**src/rtl/rau_pkg.sv**
```systemverilog
// shared types, codes and command/status bundles of the rational arithmetic unit
`default_nettype none

package rau_pkg;

    localparam int WORD_BITS = 32;
    localparam int DEN_BITS  = WORD_BITS - 1;
    localparam int CNT_BITS  = $clog2(WORD_BITS + 1);
    localparam int SH_BITS   = $clog2(WORD_BITS);

    localparam logic [2:0] OP_NORM = 3'd0;
    localparam logic [2:0] OP_ADD  = 3'd1;
    localparam logic [2:0] OP_SUB  = 3'd2;
    localparam logic [2:0] OP_MUL  = 3'd3;
    localparam logic [2:0] OP_DIV  = 3'd4;
    localparam logic [2:0] OP_LT   = 3'd5;
    localparam logic [2:0] OP_EQ   = 3'd6;
    localparam logic [2:0] OP_NONE = 3'd7;

    localparam logic [1:0] ST_OK   = 2'd0;
    localparam logic [1:0] ST_ZDEN = 2'd1;
    localparam logic [1:0] ST_DIVZ = 2'd2;

    typedef enum logic [1:0] {
        SRC_A = 2'd0,
        SRC_B = 2'd1,
        SRC_R = 2'd2
    } src_t;

    typedef enum logic [2:0] {
        RES_NORM  = 3'd0,
        RES_BAD   = 3'd1,
        RES_DIV0  = 3'd2,
        RES_TRUTH = 3'd3,
        RES_ZERO  = 3'd4
    } res_sel_t;

    typedef struct packed {
        logic [2:0]         opcode;
        logic signed [31:0] a_num;
        logic signed [31:0] a_den;
        logic signed [31:0] b_num;
        logic signed [31:0] b_den;
    } rau_in_t;

    typedef struct packed {
        logic signed [31:0] res_num;
        logic [30:0]        res_den;
        logic               truth;
        logic [1:0]         status;
    } rau_out_t;

    typedef struct packed {
        logic       capture;
        logic       nload;
        src_t       src;
        logic       ncheck;
        logic       gcd_step;
        logic       gcd_fin;
        logic       div_start;
        logic       div_sel_den;
        logic       qn_store;
        logic       nfin;
        logic       store_a;
        logic       store_b;
        logic       mul_en;
        logic [1:0] mul_step;
        logic       comb;
        logic       out_load;
        res_sel_t   res_sel;
    } rau_cmd_t;

    typedef struct packed {
        logic [2:0] op;
        logic       nd_zero;
        logic       nn_zero;
        logic       gcd_done;
        logic       div_busy;
        logic       a_ok;
        logic       nres_ok;
        logic       nres_num_zero;
    } rau_stat_t;

endpackage

`default_nettype wire

```
**src/rtl/rau_datapath.sv**
```systemverilog
// datapath: operand registers, binary gcd, serial divider, multiplier, result register
`default_nettype none

module rau_datapath (
    input  wire logic               clk,
    input  wire logic               rst_n,
    input  wire rau_pkg::rau_in_t   in_data,
    input  wire rau_pkg::rau_cmd_t  cmd,
    output rau_pkg::rau_stat_t      stat,
    output rau_pkg::rau_out_t       out_data
);
    import rau_pkg::*;

    logic [2:0]                  op_reg;
    logic signed [WORD_BITS-1:0] an_in_reg, ad_in_reg, bn_in_reg, bd_in_reg;
    logic signed [WORD_BITS-1:0] nin_n_reg, nin_d_reg;
    logic [WORD_BITS-1:0]        u_reg, v_reg, mn_reg, md_reg, g_reg, qn_reg;
    logic [SH_BITS-1:0]          k_reg;
    logic                        neg_reg;
    logic [WORD_BITS-1:0]        rem_reg, quo_reg;
    logic [CNT_BITS-1:0]         dcnt_reg;
    logic signed [WORD_BITS-1:0] nres_num_reg;
    logic [DEN_BITS-1:0]         nres_den_reg;
    logic                        nres_ok_reg;
    logic signed [WORD_BITS-1:0] an_reg, bn_reg;
    logic [DEN_BITS-1:0]         ad_reg, bd_reg;
    logic                        aok_reg;
    logic signed [2*WORD_BITS-1:0] p0_reg, p1_reg, p2_reg;
    logic [WORD_BITS-1:0]        rn_reg, rd_reg;
    rau_out_t                    out_reg;

    logic [WORD_BITS-1:0]          mag_n, mag_d, rs_sub;
    logic [WORD_BITS:0]            rs;
    logic signed [WORD_BITS-1:0]   ma, mb, ad_ext, bd_ext;
    logic signed [2*WORD_BITS-1:0] prod;
    logic                          truth;
    rau_out_t                      res_word;

    assign mag_n  = nin_n_reg[WORD_BITS-1] ? (WORD_BITS'(0) - nin_n_reg) : nin_n_reg;
    assign mag_d  = nin_d_reg[WORD_BITS-1] ? (WORD_BITS'(0) - nin_d_reg) : nin_d_reg;
    assign rs     = {rem_reg, quo_reg[WORD_BITS-1]};
    assign rs_sub = WORD_BITS'(rs - {1'b0, g_reg});
    assign ad_ext = $signed({1'b0, ad_reg});
    assign bd_ext = $signed({1'b0, bd_reg});

    // shared multiplier operand choice per opcode and step
    always_comb
    begin
        ma = an_reg;
        mb = bd_ext;
        unique case (cmd.mul_step)
            2'd0:
            begin
                ma = an_reg;
                mb = (op_reg == OP_MUL) ? bn_reg : bd_ext;
            end
            2'd1:
            begin
                if (op_reg == OP_MUL)
                begin
                    ma = ad_ext;
                    mb = bd_ext;
                end
                else if (op_reg == OP_DIV)
                begin
                    ma = ad_ext;
                    mb = bn_reg;
                end
                else
                begin
                    ma = bn_reg;
                    mb = ad_ext;
                end
            end
            default:
            begin
                ma = ad_ext;
                mb = bd_ext;
            end
        endcase
    end

    assign prod = ma * mb;

    assign truth = (op_reg == OP_LT) ? (p0_reg < p1_reg)
                                     : ((an_reg == bn_reg) && (ad_reg == bd_reg));

    always_comb
    begin
        res_word.res_num = '0;
        res_word.res_den = DEN_BITS'(1);
        res_word.truth   = 1'b0;
        res_word.status  = ST_OK;
        unique case (cmd.res_sel)
            RES_NORM:
            begin
                if (nres_ok_reg)
                begin
                    res_word.res_num = nres_num_reg;
                    res_word.res_den = nres_den_reg;
                end
                else
                begin
                    res_word.status = ST_ZDEN;
                end
            end
            RES_BAD:   res_word.status = ST_ZDEN;
            RES_DIV0:  res_word.status = ST_DIVZ;
            RES_TRUTH: res_word.truth  = truth;
            RES_ZERO:  res_word.status = ST_OK;
            default:   res_word.status = ST_OK;
        endcase
    end

    // control counter of the serial divider
    always_ff @(posedge clk or negedge rst_n)
    begin
        if (!rst_n)
        begin
            dcnt_reg <= '0;
        end
        else if (cmd.div_start)
        begin
            dcnt_reg <= CNT_BITS'(WORD_BITS);
        end
        else if (dcnt_reg != '0)
        begin
            dcnt_reg <= dcnt_reg - CNT_BITS'(1);
        end
    end

    always_ff @(posedge clk)
    begin
        if (cmd.capture)
        begin
            op_reg    <= in_data.opcode;
            an_in_reg <= in_data.a_num;
            ad_in_reg <= in_data.a_den;
            bn_in_reg <= in_data.b_num;
            bd_in_reg <= in_data.b_den;
        end

        if (cmd.nload)
        begin
            unique case (cmd.src)
                SRC_A:
                begin
                    nin_n_reg <= an_in_reg;
                    nin_d_reg <= ad_in_reg;
                end
                SRC_B:
                begin
                    nin_n_reg <= bn_in_reg;
                    nin_d_reg <= bd_in_reg;
                end
                default:
                begin
                    nin_n_reg <= $signed(rn_reg);
                    nin_d_reg <= $signed(rd_reg);
                end
            endcase
        end

        if (cmd.ncheck)
        begin
            nres_num_reg <= '0;
            nres_den_reg <= DEN_BITS'(1);
            nres_ok_reg  <= (nin_d_reg != '0);
            u_reg        <= mag_n;
            v_reg        <= mag_d;
            mn_reg       <= mag_n;
            md_reg       <= mag_d;
            k_reg        <= '0;
            neg_reg      <= nin_n_reg[WORD_BITS-1] ^ nin_d_reg[WORD_BITS-1];
        end

        // binary gcd, one step a cycle
        if (cmd.gcd_step)
        begin
            priority if (!u_reg[0] && !v_reg[0])
            begin
                u_reg <= u_reg >> 1;
                v_reg <= v_reg >> 1;
                k_reg <= k_reg + SH_BITS'(1);
            end
            else if (!u_reg[0])
            begin
                u_reg <= u_reg >> 1;
            end
            else if (!v_reg[0])
            begin
                v_reg <= v_reg >> 1;
            end
            else if (u_reg >= v_reg)
            begin
                u_reg <= u_reg - v_reg;
            end
            else
            begin
                v_reg <= v_reg - u_reg;
            end
        end

        if (cmd.gcd_fin)
        begin
            g_reg <= v_reg << k_reg;
        end

        // restoring divider, one quotient bit a cycle
        if (cmd.div_start)
        begin
            rem_reg <= '0;
            quo_reg <= cmd.div_sel_den ? md_reg : mn_reg;
        end
        else if (dcnt_reg != '0)
        begin
            if (rs >= {1'b0, g_reg})
            begin
                rem_reg <= rs_sub;
                quo_reg <= {quo_reg[WORD_BITS-2:0], 1'b1};
            end
            else
            begin
                rem_reg <= rs[WORD_BITS-1:0];
                quo_reg <= {quo_reg[WORD_BITS-2:0], 1'b0};
            end
        end

        if (cmd.qn_store)
        begin
            qn_reg <= quo_reg;
        end

        if (cmd.nfin)
        begin
            if (quo_reg[WORD_BITS-1])
            begin
                nres_ok_reg  <= 1'b0;
                nres_num_reg <= '0;
                nres_den_reg <= DEN_BITS'(1);
            end
            else
            begin
                nres_ok_reg  <= 1'b1;
                nres_num_reg <= neg_reg ? $signed(WORD_BITS'(0) - qn_reg) : $signed(qn_reg);
                nres_den_reg <= quo_reg[DEN_BITS-1:0];
            end
        end

        if (cmd.store_a)
        begin
            an_reg  <= nres_num_reg;
            ad_reg  <= nres_den_reg;
            aok_reg <= nres_ok_reg;
        end

        if (cmd.store_b)
        begin
            bn_reg <= nres_num_reg;
            bd_reg <= nres_den_reg;
        end

        if (cmd.mul_en)
        begin
            unique case (cmd.mul_step)
                2'd0:    p0_reg <= prod;
                2'd1:    p1_reg <= prod;
                default: p2_reg <= prod;
            endcase
        end

        if (cmd.comb)
        begin
            unique case (op_reg)
                OP_ADD:
                begin
                    rn_reg <= p0_reg[WORD_BITS-1:0] + p1_reg[WORD_BITS-1:0];
                    rd_reg <= p2_reg[WORD_BITS-1:0];
                end
                OP_SUB:
                begin
                    rn_reg <= p0_reg[WORD_BITS-1:0] - p1_reg[WORD_BITS-1:0];
                    rd_reg <= p2_reg[WORD_BITS-1:0];
                end
                default:
                begin
                    rn_reg <= p0_reg[WORD_BITS-1:0];
                    rd_reg <= p1_reg[WORD_BITS-1:0];
                end
            endcase
        end

        if (cmd.out_load)
        begin
            out_reg <= res_word;
        end
    end

    assign stat.op            = op_reg;
    assign stat.nd_zero       = (nin_d_reg == '0);
    assign stat.nn_zero       = (nin_n_reg == '0);
    assign stat.gcd_done      = (u_reg == '0);
    assign stat.div_busy      = (dcnt_reg != '0);
    assign stat.a_ok          = aok_reg;
    assign stat.nres_ok       = nres_ok_reg;
    assign stat.nres_num_zero = (nres_num_reg == '0);

    assign out_data = out_reg;

endmodule

`default_nettype wire

```
**src/rtl/rau_ctrl.sv**
```systemverilog
// controller: sequences normalization, multiply and result steps for one word
`default_nettype none

module rau_ctrl (
    input  wire logic                clk,
    input  wire logic                rst_n,
    input  wire logic                in_valid,
    output logic                     in_ready,
    output logic                     out_valid,
    input  wire logic                out_ready,
    input  wire rau_pkg::rau_stat_t  stat,
    output rau_pkg::rau_cmd_t        cmd
);
    import rau_pkg::*;

    typedef enum logic [16:0] {
        S_IDLE    = 17'h00001,
        S_DISP    = 17'h00002,
        S_LD_A    = 17'h00004,
        S_LD_B    = 17'h00008,
        S_LD_R    = 17'h00010,
        S_NCHK    = 17'h00020,
        S_GCD     = 17'h00040,
        S_DIVN_GO = 17'h00080,
        S_DIVN_W  = 17'h00100,
        S_DIVD_GO = 17'h00200,
        S_DIVD_W  = 17'h00400,
        S_NEND    = 17'h00800,
        S_MUL0    = 17'h01000,
        S_MUL1    = 17'h02000,
        S_MUL2    = 17'h04000,
        S_COMB    = 17'h08000,
        S_OUT     = 17'h10000
    } state_t;

    typedef enum logic [1:0] {
        PH_A = 2'd0,
        PH_B = 2'd1,
        PH_R = 2'd2
    } phase_t;

    state_t   state_reg, state_next;
    phase_t   phase_reg, phase_next;
    res_sel_t res_sel_reg, res_sel_next;
    logic     out_valid_reg, out_valid_next;

    always_comb
    begin
        state_next   = state_reg;
        phase_next   = phase_reg;
        res_sel_next = res_sel_reg;
        cmd          = '0;
        cmd.res_sel  = res_sel_reg;
        in_ready     = 1'b0;
        unique case (state_reg)
            S_IDLE:
            begin
                in_ready = 1'b1;
                if (in_valid)
                begin
                    cmd.capture = 1'b1;
                    state_next  = S_DISP;
                end
            end
            S_DISP:
            begin
                if (stat.op == OP_NONE)
                begin
                    res_sel_next = RES_ZERO;
                    state_next   = S_OUT;
                end
                else
                begin
                    state_next = S_LD_A;
                end
            end
            S_LD_A:
            begin
                cmd.nload  = 1'b1;
                cmd.src    = SRC_A;
                phase_next = PH_A;
                state_next = S_NCHK;
            end
            S_LD_B:
            begin
                cmd.nload  = 1'b1;
                cmd.src    = SRC_B;
                phase_next = PH_B;
                state_next = S_NCHK;
            end
            S_LD_R:
            begin
                cmd.nload  = 1'b1;
                cmd.src    = SRC_R;
                phase_next = PH_R;
                state_next = S_NCHK;
            end
            S_NCHK:
            begin
                cmd.ncheck = 1'b1;
                state_next = (stat.nd_zero || stat.nn_zero) ? S_NEND : S_GCD;
            end
            S_GCD:
            begin
                if (stat.gcd_done)
                begin
                    cmd.gcd_fin = 1'b1;
                    state_next  = S_DIVN_GO;
                end
                else
                begin
                    cmd.gcd_step = 1'b1;
                end
            end
            S_DIVN_GO:
            begin
                cmd.div_start = 1'b1;
                state_next    = S_DIVN_W;
            end
            S_DIVN_W:
            begin
                if (!stat.div_busy)
                begin
                    cmd.qn_store = 1'b1;
                    state_next   = S_DIVD_GO;
                end
            end
            S_DIVD_GO:
            begin
                cmd.div_start   = 1'b1;
                cmd.div_sel_den = 1'b1;
                state_next      = S_DIVD_W;
            end
            S_DIVD_W:
            begin
                if (!stat.div_busy)
                begin
                    cmd.nfin   = 1'b1;
                    state_next = S_NEND;
                end
            end
            S_NEND:
            begin
                unique case (phase_reg)
                    PH_A:
                    begin
                        cmd.store_a = 1'b1;
                        if (stat.op == OP_NORM)
                        begin
                            res_sel_next = RES_NORM;
                            state_next   = S_OUT;
                        end
                        else
                        begin
                            state_next = S_LD_B;
                        end
                    end
                    PH_B:
                    begin
                        cmd.store_b = 1'b1;
                        priority if (!stat.a_ok || !stat.nres_ok)
                        begin
                            res_sel_next = RES_BAD;
                            state_next   = S_OUT;
                        end
                        else if (stat.op == OP_EQ)
                        begin
                            res_sel_next = RES_TRUTH;
                            state_next   = S_OUT;
                        end
                        else if (stat.op == OP_DIV && stat.nres_num_zero)
                        begin
                            res_sel_next = RES_DIV0;
                            state_next   = S_OUT;
                        end
                        else
                        begin
                            state_next = S_MUL0;
                        end
                    end
                    default:
                    begin
                        res_sel_next = RES_NORM;
                        state_next   = S_OUT;
                    end
                endcase
            end
            S_MUL0:
            begin
                cmd.mul_en   = 1'b1;
                cmd.mul_step = 2'd0;
                state_next   = S_MUL1;
            end
            S_MUL1:
            begin
                cmd.mul_en   = 1'b1;
                cmd.mul_step = 2'd1;
                state_next   = (stat.op == OP_ADD || stat.op == OP_SUB) ? S_MUL2 : S_COMB;
            end
            S_MUL2:
            begin
                cmd.mul_en   = 1'b1;
                cmd.mul_step = 2'd2;
                state_next   = S_COMB;
            end
            S_COMB:
            begin
                cmd.comb = 1'b1;
                if (stat.op == OP_LT)
                begin
                    res_sel_next = RES_TRUTH;
                    state_next   = S_OUT;
                end
                else
                begin
                    state_next = S_LD_R;
                end
            end
            S_OUT:
            begin
                if (!out_valid_reg || out_ready)
                begin
                    cmd.out_load = 1'b1;
                    state_next   = S_IDLE;
                end
            end
            default:
            begin
                state_next = S_IDLE;
            end
        endcase
    end

    always_comb
    begin
        out_valid_next = out_valid_reg;
        if (cmd.out_load)
        begin
            out_valid_next = 1'b1;
        end
        else if (out_ready)
        begin
            out_valid_next = 1'b0;
        end
    end

    always_ff @(posedge clk or negedge rst_n)
    begin
        if (!rst_n)
        begin
            state_reg     <= S_IDLE;
            phase_reg     <= PH_A;
            res_sel_reg   <= RES_ZERO;
            out_valid_reg <= 1'b0;
        end
        else
        begin
            state_reg     <= state_next;
            phase_reg     <= phase_next;
            res_sel_reg   <= res_sel_next;
            out_valid_reg <= out_valid_next;
        end
    end

    assign out_valid = out_valid_reg;

`ifndef SYNTHESIS
    a_load_free: assert property (@(posedge clk) disable iff (!rst_n)
        cmd.out_load |-> (!out_valid_reg || out_ready))
        else $error("result register overwritten while held");
    a_rise_from_out: assert property (@(posedge clk) disable iff (!rst_n)
        $rose(out_valid_reg) |-> $past(state_reg == S_OUT))
        else $error("result raised outside output state");
    a_div_runs: assert property (@(posedge clk) disable iff (!rst_n)
        cmd.div_start |=> stat.div_busy)
        else $error("divider did not start");
    a_gcd_step: assert property (@(posedge clk) disable iff (!rst_n)
        cmd.gcd_step |-> !stat.gcd_done)
        else $error("gcd stepped after completion");
    a_accept_busy: assert property (@(posedge clk) disable iff (!rst_n)
        (in_valid && in_ready) |=> !in_ready)
        else $error("second word taken while busy");
`endif

endmodule

`default_nettype wire

```
**src/rtl/rational_arith_unit.sv**
```systemverilog
// top level of the rational arithmetic unit: controller plus datapath
`default_nettype none

// rational arithmetic unit
// input channel in_valid/in_ready/in_data carries one word: opcode and two
// signed fractions a_num/a_den and b_num/b_den. output channel
// out_valid/out_ready/out_data carries one word per input word: the reduced
// fraction res_num/res_den, the compare bit truth and a status code.
// each operand is reduced by a binary gcd loop (one step a cycle) and then
// divided by the gcd on a shared restoring divider (two quotients per
// reduction). arithmetic results go through the same reduction a second time
// after the multiplier, which forms up to three products, one a cycle.
// one word is in work at a time: the unit takes no new word until the
// result of the last one is in the output register.
// the result sits in an output register: the unit takes the next word while
// an earlier result waits, and stalls only if a new result is ready before
// the receiver has taken the old one.
// reset clears the controller and output valid; no result is pending after it.

module rational_arith_unit (
    input  wire logic              clk,
    input  wire logic              rst_n,
    input  wire logic              in_valid,
    output logic                   in_ready,
    input  wire rau_pkg::rau_in_t  in_data,
    output logic                   out_valid,
    input  wire logic              out_ready,
    output rau_pkg::rau_out_t      out_data
);
    import rau_pkg::*;

    // command and status bundles between sequencer and datapath
    rau_cmd_t  cmd;
    rau_stat_t stat;

    rau_ctrl u_ctrl (
        .clk       (clk),
        .rst_n     (rst_n),
        .in_valid  (in_valid),
        .in_ready  (in_ready),
        .out_valid (out_valid),
        .out_ready (out_ready),
        .stat      (stat),
        .cmd       (cmd)
    );

    // operand capture, gcd, divider, multiplier and result register
    rau_datapath u_datapath (
        .clk      (clk),
        .rst_n    (rst_n),
        .in_data  (in_data),
        .cmd      (cmd),
        .stat     (stat),
        .out_data (out_data)
    );

endmodule

`default_nettype wire

```
**config.mk**
```make
export PLATFORM = sky130hd
export DESIGN_NAME = rational_arith_unit
export DESIGN_NICKNAME = d
export VERILOG_FILES = /design/src/rtl/rau_pkg.sv /design/src/rtl/rau_datapath.sv /design/src/rtl/rau_ctrl.sv /design/src/rtl/rational_arith_unit.sv
export SDC_FILE = /design/constraint.sdc
export NUM_CORES = 2
export LEC_CHECK = 0
export ABC_AREA = 0
export ABC_CLOCK_PERIOD_IN_PS = 9100
export BUFFER_PORTS_ARGS = -buffer_cell sky130_fd_sc_hd__buf_2
export CAP_MARGIN = 30
export CORE_UTILIZATION = 55
export CTS_BUF_LIST = sky130_fd_sc_hd__clkbuf_16
export CTS_CLUSTER_DIAMETER = 200
export DETAILED_ROUTE_END_ITERATION = 8
export PLACE_DENSITY_LB_ADDON = 0.12
export SLEW_MARGIN = 30
export SYNTH_ARGS = -nofsm -noshare
export SYNTH_HDL_FRONTEND = slang
export SYNTH_SLANG_ARGS = --single-unit
```
**constraint.sdc**
```tcl
create_clock -name clk -period 9.1 [get_ports clk]
set_input_delay 1.365 -clock clk [delete_from_list [all_inputs] [get_ports clk]]
set_output_delay 1.365 -clock clk [all_outputs]
set_load 0.05 [all_outputs]
```
==> flow_summary.json <==
{
  "wl_per_cell_um": 26.9,
  "drv_slew": 0,
  "io_pins": 203,
  "tightest_slew_ns": 1.10,
  "post-route-period-util_pct": 105,
  "fill_cells": 11973,
  "first_global_vias": 66867,
  "synth-main-ff-cell": "edfxtp_1",
  "skew_ns": 0.0549,
  "start_util_pct": 55.6,
  "required_ns": 9.56,
  "drive_above_1_share_pct": 19.1,
  "path_max_fanout": 7,
  "area_growth_pct": 19.8,
  "grt_overflow": 0,
  "outcome": "finished, violations left",
  "ff2ff_path_depth": 37,
  "r2r_start": "u_ctrl.state_reg[15]",
  "antenna_found_initial": 28,
  "synth_cell_type_count": 96,
  "cpMaxStageDelayCell": "fa_1",
  "synth_area_um2": 84600,
  "cts_tree": "yes",
  "yosys_warnings": 0,
  "drt_iter0_markers": 7438,
  "cp-start-kind": "flop",
  "setup_viol_count_final": 48,
  "die_w_um": 394,
  "min_to": "u_datapath.k_reg[0]",
  "synthCells": 8235,
  "coreArea_um2": 152000,
  "largest_reg_flops": 66,
  "dieHeight_um": 394,
  "rrSetupSlack_ns": -0.43,
  "grt_pass1_wl_um": 443000,
  "crit_top_cell": "fa_1",
  "fin_ws_ns": -0.430,
  "seq_area_frac_synth_pct": 32.9,
  "placed_area_um2": 94300,
  "grt_max_degree": 70,
  "final_area_um2": 101000,
  "cp_slowest_stage_delay_ns": 0.60,
  "critPathCaptureType": "flop",
  "crit_type": "flop to flop",
  "ctsRootBufferMaster": "clkbuf_16",
  "r2r_end": "u_datapath.p1_reg[55]",
  "die_area_um2": 155000,
  "min_from": "u_datapath.k_reg[0]",
  "insertion_delay_ns": 0.74,
  "num_vias": 66507,
  "synth_fp_nets": 9836,
  "detail-route-antenna-nets": 0,
  "maxSlewHeadroom_pct": 25.9,
  "hold_buffers": 0,
  "rows": 143,
  "htree_levels": 3,
  "synth_async_sr_flop_share_pct": 3.00,
  "period_minus_slack_ns": 9.53,
  "place_hpwl_um": 241000,
  "cts_sinks": 967,
  "violations": "setup timing",
  "avgSynthCellArea_um2": 10.3,
  "rsz0062_at_grt": "true",
  "place.gp.congestion": 1.03,
  "hold_viol": 0,
  "clk_path_buf_depth": 3,
  "clk_pin_slew_ns": 0.06,
  "multiInputGateArea_um2": 53100,
  "maxCapViolCount": 0,
  "detail_route.vias_per_cell": 5.94,
  "numCtsBuffers": 103,
  "drtPass1Iterations": 6,
  "nets": 10667,
  "hold_depth": 1,
  "port_buffers": 202,
  "fmax_ghz": 0.105,
  "hold_class": "flop to flop",
  "worstPathArrival_ns": 9.99,
  "place_ws_ns": -1.15,
  "drt-total-wl_um": 301000,
  "ys_ff_latch": 967,
  "ff_latch_area_um2": 27900,
  "track_usage_pct": 39.0,
  "drc": 0,
  "synth_edf_count": 837
}
metrics by stage:
stage	utilization, %	TNS (ns)	cells	hold WS (ns)
after floorplan	-	0	8235	0.436
after global placement	61.9	-39.45	10879	0.463
after detailed placement	62.0	-49.26	10881	0.464
after CTS	65.5	-6.94	11128	0.476
after global routing	66.6	-30.18	11187	0.491
final	66.6	-9.92	11198	0.482
worst max-delay path by stage:
stage                          from                     to  slack (ns)  depth (start not counted)
5_1_grt        u_ctrl.state_reg[16]  u_datapath.p0_reg[55]       -0.70                         37
3_5_place_dp   u_ctrl.state_reg[15]  u_datapath.p1_reg[60]       -1.15                         35
3_3_place_gp   u_ctrl.state_reg[15]  u_datapath.p0_reg[60]        -1.0                         35
6_report       u_ctrl.state_reg[15]  u_datapath.p1_reg[55]       -0.43                         37
2_1_floorplan   u_ctrl.state_reg[8]  u_datapath.p0_reg[60]       0.005                         35
4_1_cts        u_ctrl.state_reg[15]  u_datapath.p1_reg[60]       -0.37                         37
Yosys cell counts (79+ instances only):
master,count,share of area [%]
o22ai_1,79,0.58
dfxtp_1,101,2.4
nor2_1,849,3.8
edfxtp_1,837,30
clkbuf_1,287,1.3
buf_2,84,0.50
mux2i_1,139,1.6
o21ai_0,265,1.6
and2_1,138,1.0
a21oi_1,316,1.9
fa_1,1086,26
xnor2_1,234,2.4
nand2_1,906,4.0
ha_1,380,5.6
inv_1,1182,5.2
a21o_1,125,1.1
xor2_1,130,1.3
cells by family after synthesis:
group | share of synthesized area, %
xor+xnor | 3.77
compound gates | 10.4
mux | 2.18
simple gates | 12.4
fa+ha+maj | 31.3
flops | 32.9
buf+inv | 7.07
what timing repair did:
item / CTS / global route
endpoints found under the setup margin: 91 / 94
cloned: 10 / 6
setup buffers: 50 / 47
pin swaps: 78 / 101
resized for setup: 238 / 250
layout make-up:
cell class | count | share of cell area [%]
clock inverter | 87 | 0.957
antenna | 17 | 0.0420
sequential | 967 | 27.5
inverter | 1186 | 4.40
clock buffer | 103 | 2.54
timing repair buffer | 1106 | 9.68
tap | 2030 | 2.51
multi-input combinational | 5702 | 52.4
critical path: cells and delay by family (launching register included):
kind / cells / cell delay [ns]
adder cells (fa/ha/maj): 9 / 4.35
flip-flops: 1 / 0.40
buffers and inverters: 9 / 1.03
AO/OA/AOI/OAI: 9 / 2.23
XOR/XNOR: 1 / 0.12
AND/OR/NAND/NOR: 9 / 1.10
cells in the final DEF, fill, tap and decap left out, types with 203 or more instances in the layout:
cell type,count
ha_1,351
inv_1,1172
buf_2,203
buf_4,713
edfxtp_1,837
fa_1,1024
o21ai_0,235
nor2_1,782
xnor2_1,212
a21oi_1,295
nand2_1,879
per-layer routing:
layer  wire (um)  vias up  track usage, %
li1            -    28949               -
met1      123000    33465            55.2
met2      132000     3421            58.4
met3       30300      658            8.22
met4       16300       14            17.0
met5          80        -               0
Power is not shown: default switching activity piles up to over one toggle a cycle in this logic, so the estimate is an artifact.
